[config.mk]
export PLATFORM = sky130hd
export DESIGN_NAME = at_response_line_classifier
export DESIGN_NICKNAME = d
export VERILOG_FILES = /design/src/atrlc_pkg.sv /design/src/atrlc_char_step.sv /design/src/atrlc_line_ctrl.sv /design/src/at_response_line_classifier.sv
export SDC_FILE = /design/constraint.sdc
export NUM_CORES = 1
export LEC_CHECK = 0
export BUFFER_PORTS_ARGS = -buffer_cell sky130_fd_sc_hd__buf_2
export CAP_MARGIN = 30
export CORE_ASPECT_RATIO = 0.6
export CORE_MARGIN = 2
export CORE_UTILIZATION = 62
export DETAILED_ROUTE_END_ITERATION = 7
export GPL_TIMING_DRIVEN = 0
export PLACE_DENSITY = 0.9
export RECOVER_POWER = 100
export SYNTH_ARGS = -nofsm -noshare
export SYNTH_HDL_FRONTEND = slang
export SYNTH_SLANG_ARGS = --single-unit
[constraint.sdc]
create_clock -name clk_i -period 5.3 [get_ports clk_i]
set_input_delay 0.795 -clock clk_i [delete_from_list [all_inputs] [get_ports clk_i]]
set_output_delay 0.795 -clock clk_i [all_outputs]
set_load 0.02 [all_outputs]
[src/atrlc_pkg.sv]
package atrlc_pkg;

  localparam int unsigned MaxLineLength = 255;
  localparam int unsigned LenCapInt     = (MaxLineLength < 255) ? MaxLineLength : 255;
  localparam logic [7:0]  LenCap        = LenCapInt[7:0];

  localparam int unsigned NumPatterns   = 6;
  localparam int unsigned PrefixPattern = 5;
  localparam int unsigned NumOkPatterns = 4;
  localparam int unsigned ErrorPattern  = 4;

  localparam logic [NumPatterns-1:0] AllAlive = '1;

  localparam logic [7:0] CharCr = 8'd13;
  localparam logic [7:0] CharLf = 8'd10;

  localparam logic [1:0] ClsOther = 2'd0;
  localparam logic [1:0] ClsOk    = 2'd1;
  localparam logic [1:0] ClsError = 2'd2;

  localparam logic [3:0] PatLen [NumPatterns] = '{4'd2, 4'd7, 4'd8, 4'd7, 4'd5, 4'd12};

  typedef struct packed {
    logic       present;
    logic [1:0] cls;
    logic [7:0] len;
    logic [1:0] verdict;
    logic       resp_end;
  } result_t;

  function automatic logic [7:0] pat_char(input logic [2:0] idx, input logic [3:0] pos);
    logic [7:0] ch;
    ch = 8'h00;
    unique case (idx)
      3'd0: begin
        unique case (pos)
          4'd0:    ch = "O";
          4'd1:    ch = "K";
          default: ch = 8'h00;
        endcase
      end
      3'd1: begin
        unique case (pos)
          4'd0:    ch = "S";
          4'd1:    ch = "E";
          4'd2:    ch = "N";
          4'd3:    ch = "D";
          4'd4:    ch = " ";
          4'd5:    ch = "O";
          4'd6:    ch = "K";
          default: ch = 8'h00;
        endcase
      end
      3'd2: begin
        unique case (pos)
          4'd0:    ch = "C";
          4'd1:    ch = "L";
          4'd2:    ch = "O";
          4'd3:    ch = "S";
          4'd4:    ch = "E";
          4'd5:    ch = " ";
          4'd6:    ch = "O";
          4'd7:    ch = "K";
          default: ch = 8'h00;
        endcase
      end
      3'd3: begin
        unique case (pos)
          4'd0:    ch = "S";
          4'd1:    ch = "H";
          4'd2:    ch = "U";
          4'd3:    ch = "T";
          4'd4:    ch = " ";
          4'd5:    ch = "O";
          4'd6:    ch = "K";
          default: ch = 8'h00;
        endcase
      end
      3'd4: begin
        unique case (pos)
          4'd0:    ch = "E";
          4'd1:    ch = "R";
          4'd2:    ch = "R";
          4'd3:    ch = "O";
          4'd4:    ch = "R";
          default: ch = 8'h00;
        endcase
      end
      3'd5: begin
        unique case (pos)
          4'd0:    ch = "+";
          4'd1:    ch = "C";
          4'd2:    ch = "M";
          4'd3:    ch = "E";
          4'd4:    ch = " ";
          4'd5:    ch = "E";
          4'd6:    ch = "R";
          4'd7:    ch = "R";
          4'd8:    ch = "O";
          4'd9:    ch = "R";
          4'd10:   ch = ":";
          4'd11:   ch = " ";
          default: ch = 8'h00;
        endcase
      end
      default: ch = 8'h00;
    endcase
    return ch;
  endfunction

endpackage

[src/atrlc_char_step.sv]
module atrlc_char_step (
  input  logic [atrlc_pkg::NumPatterns-1:0] alive_i,
  input  logic [7:0]                        len_i,
  input  logic [7:0]                        char_i,
  output logic [atrlc_pkg::NumPatterns-1:0] alive_o,
  output logic [7:0]                        len_o
);
  import atrlc_pkg::*;

  for (genvar i = 0; i < NumPatterns; i++) begin : g_pat
    logic in_pat;
    assign in_pat = len_i < {4'd0, PatLen[i]};
    if (i == PrefixPattern) begin : g_prefix
      // past the end of the prefix everything matches
      assign alive_o[i] = alive_i[i] && (!in_pat || (pat_char(3'(i), len_i[3:0]) == char_i));
    end else begin : g_exact
      assign alive_o[i] = alive_i[i] && in_pat && (pat_char(3'(i), len_i[3:0]) == char_i);
    end
  end

  assign len_o = (len_i < LenCap) ? len_i + 8'd1 : LenCap;

endmodule

[src/atrlc_line_ctrl.sv]
module atrlc_line_ctrl (
  input  logic              clk_i,
  input  logic              rst_ni,
  input  logic              en_i,
  input  logic [7:0]        data_i,
  input  logic              last_i,
  output atrlc_pkg::result_t result_o
);
  import atrlc_pkg::*;

  logic [NumPatterns-1:0] alive_q, alive_d;
  logic [7:0]             len_q, len_d;
  logic                   cr_q, cr_d;
  logic                   open_q, open_d;
  logic [1:0]             verdict_q, verdict_d;

  logic                   is_cr, is_lf, close_crlf, a_en, b_en, open_after, closed;
  logic [7:0]             char_b;
  logic [NumPatterns-1:0] alive_a_step, alive_a, alive_b_step, alive_b;
  logic [7:0]             len_a_step, len_a, len_b_step, len_b;
  logic [1:0]             cls, verdict_new;
  logic                   ok_hit;

  assign is_cr      = data_i == CharCr;
  assign is_lf      = data_i == CharLf;
  assign close_crlf = cr_q && is_lf;
  // a held CR that is not followed by LF becomes part of the line
  assign a_en       = cr_q && !is_lf;
  // a CR on the last byte cannot wait for its LF
  assign b_en       = !close_crlf && (!is_cr || last_i);
  assign char_b     = is_cr ? CharCr : data_i;

  atrlc_char_step u_step_a (
    .alive_i (alive_q),
    .len_i   (len_q),
    .char_i  (CharCr),
    .alive_o (alive_a_step),
    .len_o   (len_a_step)
  );

  assign alive_a = a_en ? alive_a_step : alive_q;
  assign len_a   = a_en ? len_a_step : len_q;

  atrlc_char_step u_step_b (
    .alive_i (alive_a),
    .len_i   (len_a),
    .char_i  (char_b),
    .alive_o (alive_b_step),
    .len_o   (len_b_step)
  );

  assign alive_b    = b_en ? alive_b_step : alive_a;
  assign len_b      = b_en ? len_b_step : len_a;
  assign open_after = open_q || a_en || b_en;
  assign closed     = close_crlf || (last_i && open_after);

  always_comb begin
    ok_hit = 1'b0;
    for (int i = 0; i < NumOkPatterns; i++) begin
      if (alive_b[i] && len_b == {4'd0, PatLen[i]}) begin
        ok_hit = 1'b1;
      end
    end
    priority if (ok_hit) begin
      cls = ClsOk;
    end else if (alive_b[ErrorPattern] && len_b == {4'd0, PatLen[ErrorPattern]}) begin
      cls = ClsError;
    end else if (alive_b[PrefixPattern] && len_b >= {4'd0, PatLen[PrefixPattern]}) begin
      cls = ClsError;
    end else begin
      cls = ClsOther;
    end
  end

  assign verdict_new = (verdict_q == ClsOther) ? cls : verdict_q;

  always_comb begin
    alive_d   = alive_q;
    len_d     = len_q;
    cr_d      = cr_q;
    open_d    = open_q;
    verdict_d = verdict_q;
    if (en_i) begin
      if (closed) begin
        alive_d   = AllAlive;
        len_d     = 8'd0;
        cr_d      = 1'b0;
        open_d    = 1'b0;
        verdict_d = last_i ? ClsOther : verdict_new;
      end else begin
        alive_d = alive_b;
        len_d   = len_b;
        cr_d    = is_cr && !last_i;
        open_d  = open_after;
      end
    end
  end

  always_ff @(posedge clk_i or negedge rst_ni) begin
    if (!rst_ni) begin
      alive_q   <= AllAlive;
      len_q     <= 8'd0;
      cr_q      <= 1'b0;
      open_q    <= 1'b0;
      verdict_q <= ClsOther;
    end else begin
      alive_q   <= alive_d;
      len_q     <= len_d;
      cr_q      <= cr_d;
      open_q    <= open_d;
      verdict_q <= verdict_d;
    end
  end

  assign result_o.present  = closed;
  assign result_o.cls      = cls;
  assign result_o.len      = len_b;
  assign result_o.verdict  = verdict_new;
  assign result_o.resp_end = last_i;

  assert property (@(posedge clk_i) disable iff (!rst_ni) cr_q |-> !open_q || len_q != 8'd0)
    else $error("held CR with an open line of zero length");
  assert property (@(posedge clk_i) disable iff (!rst_ni) !open_q |-> len_q == 8'd0 && alive_q == AllAlive)
    else $error("closed line keeps match state");
  assert property (@(posedge clk_i) disable iff (!rst_ni) en_i && last_i |=> !cr_q && !open_q && verdict_q == ClsOther)
    else $error("response end did not clear line state");

endmodule

[src/at_response_line_classifier.sv]
// AT response line classifier.
// Input channel (in_valid_i / in_ready_o) takes one response byte per request,
// with last_byte_i marking the final byte of a response. The output channel
// (out_valid_o / out_ready_i) carries one request per closed line: its class,
// its length without CR LF (saturating), the sticky verdict of the response
// and a flag for the end of the response. Bytes that close no line give no
// output request.
// Path: a taken byte waits in the input register and is matched from there;
// its result is captured in the output register, which drives out_valid_o.
// Throughput: one byte per cycle while the output is not stalled; the matcher
// updates six pattern bits and the length counter in one combinational step,
// applied at most twice per byte.
// Reset: line state, held CR and verdict are cleared; both valids drop.
// Stall: while a result waits in the output register, the input register still
// advances when the byte it holds gives no result; otherwise it holds and
// in_ready_o drops once both registers are full.
module at_response_line_classifier (
  input  logic       clk_i,
  input  logic       rst_ni,
  input  logic       in_valid_i,
  output logic       in_ready_o,
  input  logic [7:0] data_byte_i,
  input  logic       last_byte_i,
  output logic       out_valid_o,
  input  logic       out_ready_i,
  output logic       line_present_o,
  output logic [1:0] line_class_o,
  output logic [7:0] line_length_o,
  output logic [1:0] response_verdict_o,
  output logic       response_end_o
);
  import atrlc_pkg::*;

  logic       in_valid_q;
  logic [7:0] data_q;
  logic       last_q;
  logic       out_valid_q;
  result_t    res_q;
  result_t    res;
  logic       advance;
  logic       in_take;

  // advance the held byte when the output slot is free or being emptied,
  // or when it produces nothing
  assign advance = in_valid_q && (!out_valid_q || out_ready_i || !res.present);
  assign in_ready_o = !in_valid_q || advance;
  assign in_take = in_valid_i && in_ready_o;

  atrlc_line_ctrl u_line_ctrl (
    .clk_i    (clk_i),
    .rst_ni   (rst_ni),
    .en_i     (advance),
    .data_i   (data_q),
    .last_i   (last_q),
    .result_o (res)
  );

  always_ff @(posedge clk_i or negedge rst_ni) begin
    if (!rst_ni) begin
      in_valid_q  <= 1'b0;
      out_valid_q <= 1'b0;
    end else begin
      if (in_take) begin
        in_valid_q <= 1'b1;
      end else if (advance) begin
        in_valid_q <= 1'b0;
      end
      if (advance && res.present) begin
        out_valid_q <= 1'b1;
      end else if (out_ready_i) begin
        out_valid_q <= 1'b0;
      end
    end
  end

  always_ff @(posedge clk_i) begin
    if (in_take) begin
      data_q <= data_byte_i;
      last_q <= last_byte_i;
    end
    if (advance && res.present) begin
      res_q <= res;
    end
  end

  assign out_valid_o        = out_valid_q;
  assign line_present_o     = res_q.present;
  assign line_class_o       = res_q.cls;
  assign line_length_o      = res_q.len;
  assign response_verdict_o = res_q.verdict;
  assign response_end_o     = res_q.resp_end;

  assert property (@(posedge clk_i) disable iff (!rst_ni)
                   out_valid_o |-> line_class_o == ClsOther || line_class_o == ClsOk ||
                                   line_class_o == ClsError)
    else $error("undefined line class");
  assert property (@(posedge clk_i) disable iff (!rst_ni)
                   out_valid_o && line_class_o != ClsOther |-> response_verdict_o != ClsOther)
    else $error("decisive line left verdict unknown");
  assert property (@(posedge clk_i) disable iff (!rst_ni)
                   out_valid_o |-> line_length_o <= LenCap)
    else $error("line length above cap");
  assert property (@(posedge clk_i) disable iff (!rst_ni)
                   !in_ready_o |-> in_valid_q && out_valid_q && !out_ready_i)
    else $error("input stalled without a full output register");

endmodule
-- Word-level counts from Yosys, hierarchy flattened
Memory sizes are Yosys's and may differ from the RTL's.
Index checks and enable logic that the tools add are counted.
- add/sub/neg operators: 2
- $lt $le $gt $ge: 13
- equality and inequality tests: 30
- multiplexer cells: 34
- reductions and logical operators: 62
- operators by type and width (kind ; count):
    7-bit case mux with 7 select lines ; 4
    8-bit by 4-bit == test with 1-bit output, second input constant ; 9
    8-bit 2-to-1 mux ; 8
    8-bit == test ; 6
    7-bit case mux with 3 select lines ; 2
    1-bit logical AND ; 36
    8-bit by 3-bit less-than comparator with 1-bit output, second input constant ; 4
    8-bit by 4-bit less-than comparator with 1-bit output, second input constant ; 4
    7-bit case mux with 2 select lines ; 2
    4-bit by 3-bit == test with 1-bit output, second input constant ; 6
    6-bit 2-to-1 mux ; 3
    8-bit by 1-bit adder with 8-bit output, second input constant ; 2
    4-bit by 2-bit == test with 1-bit output, second input constant ; 4
    8-bit by 3-bit == test with 1-bit output, second input constant ; 2
    8-bit by 2-bit less-than comparator with 1-bit output, second input constant ; 2
    8-bit less-than comparator, second input constant ; 2
    1-bit 2-to-1 mux ; 10
    2-bit 2-to-1 mux ; 5
    1-bit logical NOT ; 9
    1-bit logical OR ; 9
    4-bit by 1-bit == test with 1-bit output, second input constant ; 2
    8-bit by 2-bit == test with 1-bit output, second input constant ; 1
    8-bit by 4-bit >= comparator with 1-bit output, second input constant ; 1
    4-bit logical NOT ; 2
    4 further kinds ; 6
- register bits: 43
- bits in read-only memories: 336
- input port bits: 13
- output and inout port bits: 16
- logic and storage cells: 159
- memories kept: 4
- memories (memory ; words ; bits a word ; read ports ; clocked after memory_dff ; wr ports ; line ; RTL):
    (no name shown) ; 16 ; 7 ; 1 ; 0 ; 0 ; atrlc_pkg.sv:90 ; unique case (pos)
    (no name shown) ; 16 ; 7 ; 1 ; 0 ; 0 ; atrlc_pkg.sv:90 ;
    (no name shown) ; 8 ; 7 ; 1 ; 0 ; 0 ; atrlc_pkg.sv:55 ; unique case (pos)
    (no name shown) ; 8 ; 7 ; 1 ; 0 ; 0 ; atrlc_pkg.sv:55 ;

-- Depth between registers and ports, before layout
- word-level depth: 18
- gate-level depth with buffers: 19
- depth with buffers taken out: 17

-- Cells and area by module
From an unflattened synthesis, not the netlist that was laid out.
- cell total of the unflattened synthesis: 583
- area total of the unflattened synthesis: 4638.2 µm²
- modules (own cells, without submodules) (module ; times used ; cells an instance ; area each (µm²) ; sequential area each (µm²)):
    atrlc_line_ctrl ; 1 ; 188 ; 1461.4 ; 432.9
    atrlc_char_step (u_line_ctrl.u_step_b) ; 1 ; 185 ; 1207.4 ; 0.0
    atrlc_char_step (u_line_ctrl.u_step_a) ; 1 ; 177 ; 1161.1 ; 0.0
    at_response_line_classifier ; 1 ; 33 ; 808.3 ; 740.7

-- Least setup slack after synthesis
Ideal clock, no wire load.
- path type: flip-flop to flip-flop
- start point: reg data_q[5]
- end point: reg u_line_ctrl.verdict_q[0]
- setup time: 0.065 ns
- arrival: 4.193 ns
- data required time: 5.235 ns
- setup slack: 1.042 ns
- cell stages (with the launch flop): 18
- buffers on the path: 3
- clock period less this slack: 4.258 ns
- cells stage by stage: edfxtp_1 -> nor3_4 -> a31oi_4 -> buf_6 -> buf_2 -> o21ai_0 -> inv_1 -> ha_1 -> clkbuf_1 -> nor2_1 -> o221a_1 -> o2111ai_1 -> a21o_1 -> a2111oi_2 -> o211a_1 -> o211ai_1 -> a2111oi_1 -> o21a_1
- cells in the longest elaborated chain, start to end: 17
- elaborated cells on any way between the ends: 75
- classes of those cells: 1 x add/sub; 5 x order compare; 17 x eq/ne; 19 x mux; 32 x reduce/logical; 1 x memory
- ends and longest elaborated chain (item ; line ; RTL):
    start, declared ; at_response_line_classifier.sv:35 ; logic [7:0] data_q;
    start signal, assigned ; at_response_line_classifier.sv:78 ; data_q <= data_byte_i;
    branches (longest 17 deep; another with 8-bit by 1-bit adder with 8-bit output) ; -- ;
    end signal, assigned ; atrlc_line_ctrl.sv:105 ; verdict_q <= ClsOther;
    end signal, assigned ; atrlc_line_ctrl.sv:111 ; verdict_q <= verdict_d;
    end, declared ; atrlc_line_ctrl.sv:15 ; logic [1:0] verdict_q, verdict_d;
Parallel ways; which one is timed is not known.
A chain may end at the register's enable or synchronous reset.

-- Worst setup path after layout
- start point: reg data_q[2]
- end point: reg u_line_ctrl.verdict_q[0]
Same word-level chain as after synthesis.

==> impl_metrics.csv <==
group,metric,value,unit
clocking,clockBufferDepth,2,
timing,slew_headroom,0.269,
floorplan,die_h,65.4,um
placed_design,io_buffers,28,
setup_path,cp_data_required_time,5560,ps
global_routing,grt_max_degree,20,
routing,dr.pass1.iters,6,
synthesis,synth_seq_area_share,0.302,
routing,drt_iter0_markers,574,
global_routing,overflow,0,
synthesis,synth_area_leaders,"edfxtp_1 (18%), dfrtp_1 (8.4%), ha_1 (5.5%), dfstp_2 (4.1%), nand2_1 (4.0%)",
synthesis,avgSynthCellArea,8.82,um^2
floorplan,ios,29,
synthesis,synth_cells,441,
routing,drt_wl_total,12300,um
global_routing,grt_usage,0.367,
timing,finalSetupTns,0,ps
floorplan,start_util,0.640,
synthesis,netlist_area,3890,um^2
timing,fmax,0.193,GHz
timing,tightest_slew,1100,ps
floorplan,die_w,106,um
power,vdd_drop_max,0.155,mV
timing,setup_viol,0,
clocking,clockRootBuffer,"clkbuf_8",
synthesis,synth_warnings,0,
clocking,clk_pin_slew,100,ps
cells_and_area,drive_gt1_frac,0.154,
synthesis,synth_top_area_frac,0.177,
placed_design,place_ws,-25.4,ps
power,p_per_area,265,nW/um^2
setup_path,worst_r2r_path_depth,16,
floorplan,die_area,6950,um^2
setup_path,crit_slowest_cell,"o21ai_0",
setup_path,cp.arrival,5430,ps
setup_path,r2r_slack,130,ps
timing,period_needed,5170,ps
global_routing,grt_pass1_vias,3673,
synthesis,synth_nets,471,
cells_and_area,area_delta_synth_final,8.94,%
floorplan,rows,22,
routing,vias,4015,
routing,wl_per_cell,21.8,um
setup_path,cpMostUsedCell,"buf_2",
timing,slew_viol_final,0,
timing,post-route-period-util,0.976,
worst_hold_path,hp-class,"reg2reg",
setup_path,path_class,"reg2reg",
synthesis,yosysTopAreaCell,"edfxtp_1",
timing,rsz0062_at_grt,"no",
timing,setup_slack,128,ps
setup_path,rr_endpoint,"u_line_ctrl.verdict_q[0]",
timing,hold_violations,0,
placed_design,place_congestion,1.08,
routing,ant_nets,0,
synthesis,synth-edff-count,23,
synthesis,synth.most_common_cell,"nand2_1",
timing,whs,523,ps
global_routing,grt_first_pass_wirelength,19300,um
setup_path,path_cells,"nor3b_4 -> a31oi_4 -> buf_6 -> buf_2 -> o21ai_1 -> buf_2 -> ha_2 -> inv_1 -> clkbuf_1 -> o21ai_0 -> nand4_1 -> a2111oi_2 -> o211a_1 -> o211ai_1 -> a2111oi_1 -> o21a_1",
cells_and_area,final_nets,508,
synthesis,synth-seq-cells,42,
synthesis,async_flop_share,0.452,
routing,drc,0,
setup_path,crit_fanout,10,
synthesis,yosys-top-cells-count,"nand2_1 (41), nor2_1 (32), o21ai_0 (29)",
routing,via_per_inst,7.13,
setup_path,startpoint,"data_q[2]",
job,drv_cap,0,
clocking,cts_tree,"done",
timing,fin_worst_skew,11.1,ps
cells_and_area,n_antenna_cell,0,
power,p_leak,0.00155,uW
clocking,htreeDepth,2,
setup_path,r2r-start,"data_q[2]",
setup_path,crit_path_end,"u_line_ctrl.verdict_q[0]",
global_routing,antenna_found_initial,0,
cells_and_area,fill_cells,503,
synthesis,synth.distinct_cells,89,
placed_design,place_hpwl,9270,um
setup_path,critPathLaunchType,"register",
clocking,clk_latency,310,ps
power,fin_total_pwr,1120,uW
clocking,clock_sinks,42,
clocking,cts_made_buffers,5,
setup_path,crit_path_end_kind,"register",
floorplan,core,6080,um^2
run_status,status,"finished, final reports clean",
synthesis,synthFlopType,"edfxtp_1",
setup_path,max_stage_delay,610,ps
## worst min path at each step
stage	cells past startpoint	slack, ps	start	endpoint
2_1_floorplan	1	470	u_line_ctrl.verdict_q[0]	u_line_ctrl.verdict_q[1]
3_3_place_gp	1	490	u_line_ctrl.verdict_q[0]	u_line_ctrl.verdict_q[1]
3_5_place_dp	0	510	last_q	response_end_o
4_1_cts	1	420	rst_ni	u_line_ctrl.verdict_q[0]
5_1_grt	1	540	u_line_ctrl.verdict_q[0]	u_line_ctrl.verdict_q[1]
6_report	1	520	u_line_ctrl.verdict_q[0]	u_line_ctrl.verdict_q[1]
## where the power goes
part | switching, uW | internal (uW)
registers | 26.4 | 375
logic | 331 | 167
clock network | 130 | 94.8
## critical path, delay by kind of cell (launching register included)
kind | cells | cell delay [ps]
flops | 1 | 540
fa+ha+maj | 1 | 350
buf+inv | 5 | 1040
simple gates | 2 | 610
compound gates | 8 | 2570
## kinds of logic (layout without fill, tap and decap cells)
family          after synthesis  in the layout  synth area share
mux                          11             11            0.0318
compound gates              149            149             0.294
fa+ha+maj                    17             17            0.0547
flops                        42             42             0.302
buf+inv                      48             86            0.0575
simple gates                159            159             0.226
xor+xnor                     15             15            0.0338
## flip-flops by register name (all words and copies together), names as in the netlist
signal	flops
out_valid_o	1
line_class_o	2
in_valid_q	1
last_q	1
u_line_ctrl.verdict_q	2
u_line_ctrl.len_q	8
u_line_ctrl.alive_q	6
data_q	8
response_end_o	1
response_verdict_o	2
line_present_o	1
u_line_ctrl.cr_q	1
line_length_o	8
## routing by layer
metal,vias up,GRT usage,share of wire
met5,-,0,0
met4,0,0.0921,0.018
met3,30,0.147,0.17
met2,343,0.516,0.41
met1,1863,0.525,0.40
li1,1779,-,-
## layout by cell type (no fill, tap or decap), types with 5 or more instances in the layout
cell and count:
o211ai_1 6, dfrtp_1 13, a22o_1 5, ha_1 15, mux2i_1 6, nor2_1 30, xnor2_1 12, a31oi_1 12
nand3_1 11, inv_1 19, nand2_1 41, edfxtp_1 23, nor3_1 8, clkbuf_1 31, nand2b_1 9, o2111ai_1 7
dfstp_2 6, nor4_1 7, nand4_1 7, a211oi_1 6, buf_2 15, a21oi_1 23, clkbuf_8 5, o21ai_0 29
## what timing repair did
action | CTS | global route
resized for setup | 1 | 8
hold buffers | 0 | 0
buffers inserted | 0 | 2
setup endpoints to repair | 1 | 4
pin swaps | 0 | 1
## cell type report
type | count | area [um^2] | area share
multi-input combinational | 351 | 2510 | 0.592
sequential | 42 | 1170 | 0.277
timing repair buffer | 32 | 143 | 0.0336
buffer | 25 | 138 | 0.0325
tap | 84 | 105 | 0.0248
inverter | 21 | 78.8 | 0.0186
clock buffer | 5 | 68.8 | 0.0162
clock inverter | 3 | 22.5 | 0.00531
## stage by stage
stage | utilization | instance area [um^2] | instances
after global routing | 0.697 | 4240 | 563
after CTS | 0.696 | 4240 | 562
after detailed placement | 0.682 | 4150 | 555
after global placement | 0.680 | 4140 | 553
final | 0.697 | 4240 | 563
after floorplan | - | 3890 | 441
(Power assumes the default switching activity.)
